<file path="config.mk">
export PLATFORM = sky130hd
export DESIGN_NAME = hid_keyboard_report_builder_flat
export DESIGN_NICKNAME = d
export VERILOG_FILES = /design/src/sv/hkrb_pkg.sv /design/src/sv/hkrb_if.sv /design/src/sv/hid_keyboard_report_builder.sv /design/src/sv/hkrb_step.sv /design/src/sv/hkrb_seq.sv /design/src/flat_wrapper.sv
export SDC_FILE = /design/constraint.sdc
export NUM_CORES = 1
export LEC_CHECK = 0
export ABC_AREA = 1
export BUFFER_PORTS_ARGS = -buffer_cell sky130_fd_sc_hd__buf_2
export CAP_MARGIN = 0
export CORE_MARGIN = 2
export CORE_UTILIZATION = 51
export CTS_BUF_LIST = sky130_fd_sc_hd__clkbuf_8
export CTS_CLUSTER_SIZE = 16
export DETAILED_ROUTE_END_ITERATION = 16
export HOLD_SLACK_MARGIN = 0.12
export PLACE_DENSITY_LB_ADDON = 0.15
export SLEW_MARGIN = 30
export SYNTH_ARGS = -nofsm -noshare
export SYNTH_HDL_FRONTEND = slang
export SYNTH_SLANG_ARGS = --single-unit
</file>
<file path="constraint.sdc">
create_clock -name clock -period 8.4 [get_ports clock]
set_clock_uncertainty 0.15 [all_clocks]
set_input_delay 0.42 -clock clock [delete_from_list [all_inputs] [get_ports clock]]
set_output_delay 0.42 -clock clock [all_outputs]
set_load 0.01 [all_outputs]
</file>
<file path="src/sv/hkrb_pkg.sv">
// hkrb_pkg: shared types and constants for the boot keyboard report builder
`default_nettype none
package hkrb_pkg;

   // event kinds on the request channel
   localparam logic [2:0] KIND_KEY_DOWN = 3'd0;
   localparam logic [2:0] KIND_KEY_UP   = 3'd1;
   localparam logic [2:0] KIND_ALL_UP   = 3'd2;
   localparam logic [2:0] KIND_MOD_SET  = 3'd3;
   localparam logic [2:0] KIND_MOD_CLR  = 3'd4;
   localparam logic [2:0] KIND_CLICK    = 3'd5;

   // single-step operations applied to the keyboard state
   localparam logic [2:0] OP_NONE     = 3'd0;
   localparam logic [2:0] OP_KEY_DOWN = 3'd1;
   localparam logic [2:0] OP_KEY_UP   = 3'd2;
   localparam logic [2:0] OP_ALL_UP   = 3'd3;
   localparam logic [2:0] OP_MOD_SET  = 3'd4;
   localparam logic [2:0] OP_MOD_CLR  = 3'd5;

   // click phases: modifier set, key down, key up, modifier clear
   localparam logic [1:0] PH_MOD_SET  = 2'd0;
   localparam logic [1:0] PH_KEY_DOWN = 2'd1;
   localparam logic [1:0] PH_KEY_UP   = 2'd2;
   localparam logic [1:0] PH_MOD_CLR  = 2'd3;

   localparam int         REPORT_KEYS   = 6;
   localparam logic [7:0] RESERVED_BYTE = 8'h00;
   localparam logic [7:0] EMPTY_SLOT    = 8'h00;

   typedef logic [7:0] byte_type;

   // step control from the sequencer to the state logic
   typedef struct packed {
      logic       valid;
      logic [2:0] op;
      logic [7:0] code;
      logic [7:0] mask;
      logic       last;
   } step_ctl_type;

endpackage
`default_nettype wire

</file>
<file path="src/sv/hkrb_if.sv">
// hkrb_if: request and response channel interfaces
`default_nettype none
interface hkrb_req_if;
   logic       valid;
   logic       ready;
   logic [2:0] kind;
   logic [7:0] key_code;
   logic [7:0] modifier_mask;

   modport source (output valid, kind, key_code, modifier_mask, input ready);
   modport sink   (input valid, kind, key_code, modifier_mask, output ready);
endinterface

interface hkrb_rsp_if;
   logic       valid;
   logic       ready;
   logic [7:0] report_modifiers;
   logic [7:0] report_reserved;
   logic [7:0] report_key0;
   logic [7:0] report_key1;
   logic [7:0] report_key2;
   logic [7:0] report_key3;
   logic [7:0] report_key4;
   logic [7:0] report_key5;
   logic       last;

   modport source (output valid, report_modifiers, report_reserved, report_key0,
                   report_key1, report_key2, report_key3, report_key4,
                   report_key5, last, input ready);
   modport sink   (input valid, report_modifiers, report_reserved, report_key0,
                   report_key1, report_key2, report_key3, report_key4,
                   report_key5, last, output ready);
endinterface
`default_nettype wire

</file>
<file path="src/sv/hid_keyboard_report_builder.sv">
// hid_keyboard_report_builder: top level of the boot keyboard report builder
// a request is held in the hkrb_seq request register, then its report is written to the output register
// a new request can be taken while the last step of the previous item runs; a click takes one step per phase
// a step waits while the output register holds a report that is not taken
// reset: synchronous, clears modifiers, all key slots and both valid flags
`default_nettype none
module hid_keyboard_report_builder
   import hkrb_pkg::*;
#(
   parameter int SLOT_COUNT = 6
) (
   input  wire logic clock,
   input  wire logic reset,
   hkrb_req_if.sink  req_chan,
   hkrb_rsp_if.source rsp_chan
);

   step_ctl_type ctl;
   logic         advance;
   logic         emit;
   logic [7:0]   mods_ff, mods_in;
   byte_type     slot_ff [SLOT_COUNT];
   byte_type     slot_in [SLOT_COUNT];
   logic         rsp_vld_ff, rsp_vld_in;
   logic [7:0]   rep_mods_ff;
   byte_type     rep_key_ff [REPORT_KEYS];
   logic         rep_last_ff;

   // step may run when the output register is free or being emptied
   assign advance = ctl.valid && (!rsp_vld_ff || rsp_chan.ready);

   hkrb_seq u_seq (
      .clock    (clock),
      .reset    (reset),
      .req_chan (req_chan),
      .advance  (advance),
      .ctl      (ctl)
   );

   hkrb_step #(
      .SLOT_COUNT (SLOT_COUNT)
   ) u_step (
      .op         (ctl.op),
      .code       (ctl.code),
      .mask       (ctl.mask),
      .mods       (mods_ff),
      .slots      (slot_ff),
      .mods_next  (mods_in),
      .slots_next (slot_in),
      .emit       (emit)
   );

   // keyboard state
   always_ff @(posedge clock) begin
      if (reset) begin
         mods_ff <= 8'd0;
         for (int i = 0; i < SLOT_COUNT; i++) begin
            slot_ff[i] <= EMPTY_SLOT;
         end
      end else if (advance) begin
         mods_ff <= mods_in;
         slot_ff <= slot_in;
      end
   end

   // output register valid
   always_comb begin
      rsp_vld_in = rsp_vld_ff;
      if (advance && emit) begin
         rsp_vld_in = 1'b1;
      end else if (rsp_chan.ready) begin
         rsp_vld_in = 1'b0;
      end
   end

   always_ff @(posedge clock) begin
      if (reset) begin
         rsp_vld_ff <= 1'b0;
      end else begin
         rsp_vld_ff <= rsp_vld_in;
      end
   end

   // output report payload
   always_ff @(posedge clock) begin
      if (advance && emit) begin
         rep_mods_ff <= mods_in;
         rep_last_ff <= ctl.last;
      end
   end

   for (genvar g = 0; g < REPORT_KEYS; g++) begin : g_key
      if (g < SLOT_COUNT) begin : g_slot
         always_ff @(posedge clock) begin
            if (advance && emit) begin
               rep_key_ff[g] <= slot_in[g];
            end
         end
      end else begin : g_none
         always_ff @(posedge clock) begin
            rep_key_ff[g] <= EMPTY_SLOT;
         end
      end
   end

   assign rsp_chan.valid            = rsp_vld_ff;
   assign rsp_chan.report_modifiers = rep_mods_ff;
   assign rsp_chan.report_reserved  = RESERVED_BYTE;
   assign rsp_chan.report_key0      = rep_key_ff[0];
   assign rsp_chan.report_key1      = rep_key_ff[1];
   assign rsp_chan.report_key2      = rep_key_ff[2];
   assign rsp_chan.report_key3      = rep_key_ff[3];
   assign rsp_chan.report_key4      = rep_key_ff[4];
   assign rsp_chan.report_key5      = rep_key_ff[5];
   assign rsp_chan.last             = rep_last_ff;

   // a held report is never overwritten by a new step
   assert property (@(posedge clock) disable iff (reset)
      rsp_vld_ff && !rsp_chan.ready |-> !advance)
      else $error("step ran while report was stalled");

   // an accepted request is held for the step logic in the next cycle
   assert property (@(posedge clock) disable iff (reset)
      req_chan.valid && req_chan.ready |=> ctl.valid)
      else $error("accepted request not registered");

   // reset leaves no modifiers set
   assert property (@(posedge clock)
      reset |=> mods_ff == 8'd0)
      else $error("modifiers not cleared by reset");

endmodule
`default_nettype wire

</file>
<file path="src/sv/hkrb_step.sv">
// hkrb_step: one state update step on the modifier byte and key slots
`default_nettype none
module hkrb_step
   import hkrb_pkg::*;
#(
   parameter int SLOT_COUNT = 6
) (
   input  wire logic [2:0] op,
   input  wire logic [7:0] code,
   input  wire logic [7:0] mask,
   input  wire logic [7:0] mods,
   input  wire byte_type   slots [SLOT_COUNT],
   output logic      [7:0] mods_next,
   output byte_type        slots_next [SLOT_COUNT],
   output logic            emit
);

   // lowest empty slot and lowest matching slot
   always_comb begin
      logic found;
      found      = 1'b0;
      mods_next  = mods;
      slots_next = slots;
      emit       = 1'b0;
      unique case (op)
         OP_KEY_DOWN: begin
            for (int i = 0; i < SLOT_COUNT; i++) begin
               if (!found && slots[i] == EMPTY_SLOT) begin
                  slots_next[i] = code;
                  found         = 1'b1;
               end
            end
            emit = found;
         end
         OP_KEY_UP: begin
            for (int i = 0; i < SLOT_COUNT; i++) begin
               if (!found && slots[i] == code) begin
                  slots_next[i] = EMPTY_SLOT;
                  found         = 1'b1;
               end
            end
            emit = found;
         end
         OP_ALL_UP: begin
            for (int i = 0; i < SLOT_COUNT; i++) begin
               slots_next[i] = EMPTY_SLOT;
            end
            emit = 1'b1;
         end
         OP_MOD_SET: begin
            mods_next = mods | mask;
            emit      = 1'b1;
         end
         OP_MOD_CLR: begin
            mods_next = mods & ~mask;
            emit      = 1'b1;
         end
         default: begin
            emit = 1'b0;
         end
      endcase
   end

endmodule
`default_nettype wire

</file>
<file path="src/sv/hkrb_seq.sv">
// hkrb_seq: request register and click phase sequencer
`default_nettype none
module hkrb_seq
   import hkrb_pkg::*;
(
   input  wire logic   clock,
   input  wire logic   reset,
   hkrb_req_if.sink    req_chan,
   input  wire logic   advance,
   output step_ctl_type ctl
);

   logic       vld_ff,   vld_in;
   logic [1:0] phase_ff, phase_in;
   logic [2:0] kind_ff;
   logic [7:0] code_ff;
   logic [7:0] mask_ff;
   logic       done;
   logic       accept;

   // an item finishes on its only step, or on the last click phase
   assign done   = (kind_ff != KIND_CLICK) || (phase_ff == PH_MOD_CLR);
   assign req_chan.ready = !vld_ff || (advance && done);
   assign accept = req_chan.valid && req_chan.ready;

   // next control state
   always_comb begin
      vld_in   = vld_ff;
      phase_in = phase_ff;
      if (accept) begin
         vld_in   = 1'b1;
         phase_in = PH_MOD_SET;
      end else if (advance && done) begin
         vld_in = 1'b0;
      end else if (advance) begin
         phase_in = phase_ff + 2'd1;
      end
   end

   always_ff @(posedge clock) begin
      if (reset) begin
         vld_ff   <= 1'b0;
         phase_ff <= PH_MOD_SET;
      end else begin
         vld_ff   <= vld_in;
         phase_ff <= phase_in;
      end
   end

   // request payload register
   always_ff @(posedge clock) begin
      if (accept) begin
         kind_ff <= req_chan.kind;
         code_ff <= req_chan.key_code;
         mask_ff <= req_chan.modifier_mask;
      end
   end

   // operation for the current step
   always_comb begin
      logic mask_any;
      mask_any  = (mask_ff != 8'd0);
      ctl.valid = vld_ff;
      ctl.code  = code_ff;
      ctl.mask  = mask_ff;
      ctl.op    = OP_NONE;
      ctl.last  = 1'b1;
      unique case (kind_ff)
         KIND_KEY_DOWN: ctl.op = OP_KEY_DOWN;
         KIND_KEY_UP:   ctl.op = OP_KEY_UP;
         KIND_ALL_UP:   ctl.op = OP_ALL_UP;
         KIND_MOD_SET:  ctl.op = OP_MOD_SET;
         KIND_MOD_CLR:  ctl.op = OP_MOD_CLR;
         KIND_CLICK: begin
            // a successful key down is always followed by a matching key up
            ctl.last = (phase_ff == PH_MOD_CLR) || (phase_ff == PH_KEY_UP && !mask_any);
            if (mask_any || code_ff != 8'd0) begin
               unique case (phase_ff)
                  PH_MOD_SET:  ctl.op = mask_any ? OP_MOD_SET : OP_NONE;
                  PH_KEY_DOWN: ctl.op = OP_KEY_DOWN;
                  PH_KEY_UP:   ctl.op = OP_KEY_UP;
                  PH_MOD_CLR:  ctl.op = mask_any ? OP_MOD_CLR : OP_NONE;
                  default:     ctl.op = OP_NONE;
               endcase
            end
         end
         default: ctl.op = OP_NONE;
      endcase
   end

endmodule
`default_nettype wire
</file>
<file path="src/flat_wrapper.sv">
// flat-port wrapper written by rule: the top's interface ports become plain ports
module hid_keyboard_report_builder_flat import hkrb_pkg::*;
#(
   parameter int SLOT_COUNT = 6
)
  (clock, reset, req_chan_valid, req_chan_kind, req_chan_key_code, req_chan_modifier_mask, req_chan_ready, rsp_chan_valid, rsp_chan_report_modifiers, rsp_chan_report_reserved, rsp_chan_report_key0, rsp_chan_report_key1, rsp_chan_report_key2, rsp_chan_report_key3, rsp_chan_report_key4, rsp_chan_report_key5, rsp_chan_last, rsp_chan_ready);
  hkrb_req_if req_chan_i ();
  hkrb_rsp_if rsp_chan_i ();
  input  wire logic clock;
  input  wire logic reset;
  input wire logic [$bits(req_chan_i.valid)-1:0] req_chan_valid;
  input wire logic [$bits(req_chan_i.kind)-1:0] req_chan_kind;
  input wire logic [$bits(req_chan_i.key_code)-1:0] req_chan_key_code;
  input wire logic [$bits(req_chan_i.modifier_mask)-1:0] req_chan_modifier_mask;
  output wire logic [$bits(req_chan_i.ready)-1:0] req_chan_ready;
  output wire logic [$bits(rsp_chan_i.valid)-1:0] rsp_chan_valid;
  output wire logic [$bits(rsp_chan_i.report_modifiers)-1:0] rsp_chan_report_modifiers;
  output wire logic [$bits(rsp_chan_i.report_reserved)-1:0] rsp_chan_report_reserved;
  output wire logic [$bits(rsp_chan_i.report_key0)-1:0] rsp_chan_report_key0;
  output wire logic [$bits(rsp_chan_i.report_key1)-1:0] rsp_chan_report_key1;
  output wire logic [$bits(rsp_chan_i.report_key2)-1:0] rsp_chan_report_key2;
  output wire logic [$bits(rsp_chan_i.report_key3)-1:0] rsp_chan_report_key3;
  output wire logic [$bits(rsp_chan_i.report_key4)-1:0] rsp_chan_report_key4;
  output wire logic [$bits(rsp_chan_i.report_key5)-1:0] rsp_chan_report_key5;
  output wire logic [$bits(rsp_chan_i.last)-1:0] rsp_chan_last;
  input wire logic [$bits(rsp_chan_i.ready)-1:0] rsp_chan_ready;
  assign req_chan_i.valid = req_chan_valid;
  assign req_chan_i.kind = req_chan_kind;
  assign req_chan_i.key_code = req_chan_key_code;
  assign req_chan_i.modifier_mask = req_chan_modifier_mask;
  assign req_chan_ready = req_chan_i.ready;
  assign rsp_chan_valid = rsp_chan_i.valid;
  assign rsp_chan_report_modifiers = rsp_chan_i.report_modifiers;
  assign rsp_chan_report_reserved = rsp_chan_i.report_reserved;
  assign rsp_chan_report_key0 = rsp_chan_i.report_key0;
  assign rsp_chan_report_key1 = rsp_chan_i.report_key1;
  assign rsp_chan_report_key2 = rsp_chan_i.report_key2;
  assign rsp_chan_report_key3 = rsp_chan_i.report_key3;
  assign rsp_chan_report_key4 = rsp_chan_i.report_key4;
  assign rsp_chan_report_key5 = rsp_chan_i.report_key5;
  assign rsp_chan_last = rsp_chan_i.last;
  assign rsp_chan_i.ready = rsp_chan_ready;
  hid_keyboard_report_builder #(.SLOT_COUNT(SLOT_COUNT)) u_core (.clock(clock), .reset(reset), .req_chan(req_chan_i), .rsp_chan(rsp_chan_i));
endmodule
</file>
==> flow_metrics.py <==
metrics = {
    "run_status": {
        "outcome": "finished, final reports clean",
    },
    "detailed_routing": {
        "drtIter0Drc": 557,
        "final_antenna_net_count": 0,
        "vias_per_cell": 5.404,
        "drt_wl_total_microns": 19320,
        "routedWlPerCell_microns": 15.70,
        "dr.pass1.iters": 5,
        "drt_drc_violations_left": 0,
        "num_vias": 6652,
    },
    "setup_path": {
        "crit_chain": "nor2_1 -> nand2_1 -> nor2_2 -> a21oi_1 -> nand2_1 -> nand2_2 -> nand2_1 -> nor2_1 -> nor2_1 -> nand2_1 -> nand2_1 -> inv_2 -> buf_4",
        "cp_common_cell": "sky130_fd_sc_hd__nand2_1",
        "critPathMaxFanout": 30,
        "worstSetupStartpointType": "flop",
        "critPathKind": "flop to flop",
        "worstPathArrival_ns": 3.37,
        "critPathCaptureType": "flop",
        "critical_path_required_ns": 8.37,
        "slowest_delay_ns": 0.77,
        "timing.critical_path.slowest_stage_cell": "sky130_fd_sc_hd__edfxtp_1",
    },
    "final_layout": {
        "layout.cells.most_common": "sky130_fd_sc_hd__nand2_1",
        "layout.cells.non_filler": 1231,
        "antenna-diode-count": 0,
        "post-route-util_pct": 58.34,
        "areaGrowthSynthToFinish_pct": 12.93,
        "layout.cells.most_common_list": "sky130_fd_sc_hd__nand2_1 (231), sky130_fd_sc_hd__inv_1 (106), sky130_fd_sc_hd__nand3_1 (104)",
        "nNetsFinal": 1060,
        "post_route_cells_drive_above_1_share_pct": 15.76,
        "fin_area_sq_um": 8414,
    },
    "timing": {
        "relSlewSlack_pct": 44.38,
        "slew_violations": 0,
        "clock.fmax_ghz": 0.2938,
        "tns_ns": 0,
        "timing_hold_violations_final": 0,
        "rsz0062_at_grt": "false",
        "min_period_ns": 3.403,
        "fin_crit_sh_pct": 40.51,
        "setup_viol": 0,
        "transition_time_at_the_pin_with_the_least_slew_margin_ns": 0.8334,
    },
    "pwr": {
        "power.share.switching_pct": 33.62,
        "power.density_cell_area_nw_per_um2": 206.7,
        "p_int_mw": 1.155,
        "share_clk_of_total_power_pct": 30.2,
        "irDropWorstVdd_mv": 0.1083,
        "fin_total_pwr_mw": 1.739,
        "share_seq_of_total_power_pct": 47.3,
        "power.static_leakage_nw": 3.821,
        "p_comb_share_pct": 22.5,
        "switching_power_uw": 584.7,
    },
    "clock_tree": {
        "clock_tree.htree_level_count": 4,
        "clock_tree_from_tritoncts": "built",
        "root_buffer": "sky130_fd_sc_hd__clkbuf_8",
        "cts.sink_count": 136,
        "worstSkewPairLatency_ns": 0.47,
        "post_cts.repair.setup_buffers": 0,
        "cts_made_buffers": 17,
        "clock_buffer_depth": 2,
        "path_clk_slew_ns": 0.08,
    },
    "floorplan": {
        "fp.dieH_microns": 124.9,
        "floorplan.die.width_microns": 124.9,
        "start_util_pct": 51.66,
        "placementRows": 44,
        "fp.coreArea_sq_um": 14420,
        "full_die_area_sq_um": 15590,
        "boundaryPins": 90,
    },
    "placement": {
        "port_buffers": 81,
        "gp_routability_congestion": 0.9543,
        "postPlaceCellArea_sq_um": 7853,
        "placed_cells": 1180,
        "hpwl_microns": 12690,
    },
    "synth": {
        "synthCells": 950,
        "synth_edf_count": 76,
        "synthDistinctLibCells": 40,
        "yosys_warning_count": 0,
        "flip_flop_and_latch_count_after_synthesis": 136,
        "syn-cell-area_sq_um": 7451,
        "synth-main-ff-cell": "sky130_fd_sc_hd__edfxtp_1",
        "synth_area_per_cell_sq_um": 7.843,
        "asr_flop_ratio_synth_pct": 0,
        "ys_seq_area_share_pct": 46.75,
    },
    "global_routing": {
        "grt_remaining_overflow": 0,
        "grtUsageMet2_pct": 40.95,
        "initial_antenna_violation_count": 0,
        "grtUsageMet3_pct": 5.069,
        "global_route.usage.met1_pct": 34.52,
        "grt.busiest_layer": "met2",
        "first_pass_grt_wire_length_microns": 31750,
        "first_global_vias": 6202,
        "grtUsageTotal_pct": 25.61,
        "pin_count_of_the_biggest_net_entering_global_routing": 82,
    },
    "run": {
        "max-cap-violations": 0,
    },
    "hold_path": {
        "hp-class": "input pin to flop",
    },
}
layer usage:
| metal | share of wire, % | up-vias |
|---|---|---|
| li1 | - | 3305 |
| met1 | 46 | 3074 |
| met2 | 46 | 246 |
| met3 | 6.4 | 27 |
| met4 | 2.2 | 0 |
| met5 | 0 | - |
registers in the layout (all words and copies together), names as in the netlist:
name and flops:
u_core.rsp_chan.last 1, u_core.slot_ff 48, u_core.mods_ff 8, u_core.u_seq.kind_ff 3, u_core.u_seq.phase_ff 2, u_core.rsp_chan.report_modifiers 8
u_core.u_seq.mask_ff 8, u_core.rep_key_ff 48, u_core.u_seq.code_ff 8, u_core.rsp_chan.valid 1, u_core.u_seq.vld_ff 1
cell usage after synthesis (12+ instances only):
cell type                    n  area share (%)
sky130_fd_sc_hd__a21oi_1    38             2.6
sky130_fd_sc_hd__buf_2      12            0.81
sky130_fd_sc_hd__clkbuf_1   13            0.65
sky130_fd_sc_hd__dfxtp_1    60              16
sky130_fd_sc_hd__edfxtp_1   76              31
sky130_fd_sc_hd__inv_1     107             5.4
sky130_fd_sc_hd__nand2_1   231              12
sky130_fd_sc_hd__nand3_1   104             7.0
sky130_fd_sc_hd__nand3_2    24             3.2
sky130_fd_sc_hd__nand4_1    24             2.0
sky130_fd_sc_hd__nor2_1     85             4.3
sky130_fd_sc_hd__o21ai_0    58             3.9
sky130_fd_sc_hd__xnor2_1    14             1.6
power groups by stage:
stage / combinational, mW / clock [mW] / sequential, mW
final: 0.392 / 0.525 / 0.823
after global routing: 0.445 / 0.559 / 0.829
after CTS: 0.389 / 0.532 / 0.822
after detailed placement: 0.380 / 0 / 0.836
after global placement: 0.378 / 0 / 0.836
after floorplan: 0.290 / 0 / 0.827
area by class of cell:
class / count / area (sq um)
Clock buffer: 17 / 234.0
Clock inverter: 15 / 137.6
Fill cell: 1372 / 6010
Inverter: 115 / 434.2
Multi-Input combinational cell: 661 / 3277
Sequential cell: 136 / 3483
Tap cell: 184 / 230.2
Timing Repair Buffer: 103 / 618.1
worst paths after layout:
| path | from | endpoint | slack, ns | cells past startpoint |
|---|---|---|---|---|
| worst min-delay path | req_chan_valid | u_core.u_seq.vld_ff | 0.14 | 3 |
| worst max register to register | u_core.u_seq.code_ff[2] | u_core.rep_key_ff[4][1] | 5.00 | 13 |
| worst min register to register | u_core.u_seq.phase_ff[1] | u_core.u_seq.phase_ff[1] | 0.39 | 2 |
| worst max-delay path | u_core.u_seq.code_ff[2] | u_core.rep_key_ff[4][1] | 5.00 | 13 |
through the flow:
step | hold slack (ns) | worst slack [ns]
detailed placement | 0.3844 | 4.983
global placement | 0.3760 | 5.064
CTS | 0.1232 | 4.967
global route | 0.1526 | 4.728
floorplan | 0.3424 | 5.092
finish | 0.1422 | 4.997
critical path: cells and delay by family, from the launching register on:
| kind | cells | cell delay [ns] |
|---|---|---|
| buffers and inverters | 2 | 0.95 |
| and+or+nand+nor | 10 | 1.03 |
| DFF | 1 | 0.77 |
| AOI/OAI and AO/OA | 1 | 0.13 |
cells by family (layout without fill, tap and decap cells):
family / count (synthesis) / after routing / synth area share [%]
adders and majority gates: 3 / 3 / 0.5038
and+or+nand+nor: 501 / 501 / 31.44
xor gates and xnor gates: 22 / 22 / 2.586
AOI/OAI and AO/OA: 127 / 127 / 9.051
DFF: 136 / 136 / 46.75
buffers and inverters: 160 / 250 / 9.622
other: 1 / 8 / 0.05033
repair_timing:
action | 4_1_cts | 5_1_grt
hold endpoints to repair | 19 | 0
hold buffers | 19 | 0
endpoints found under the setup margin | 0 | 0
resized for setup | 0 | 0
Note: power is estimated with default switching activity, not from simulation.
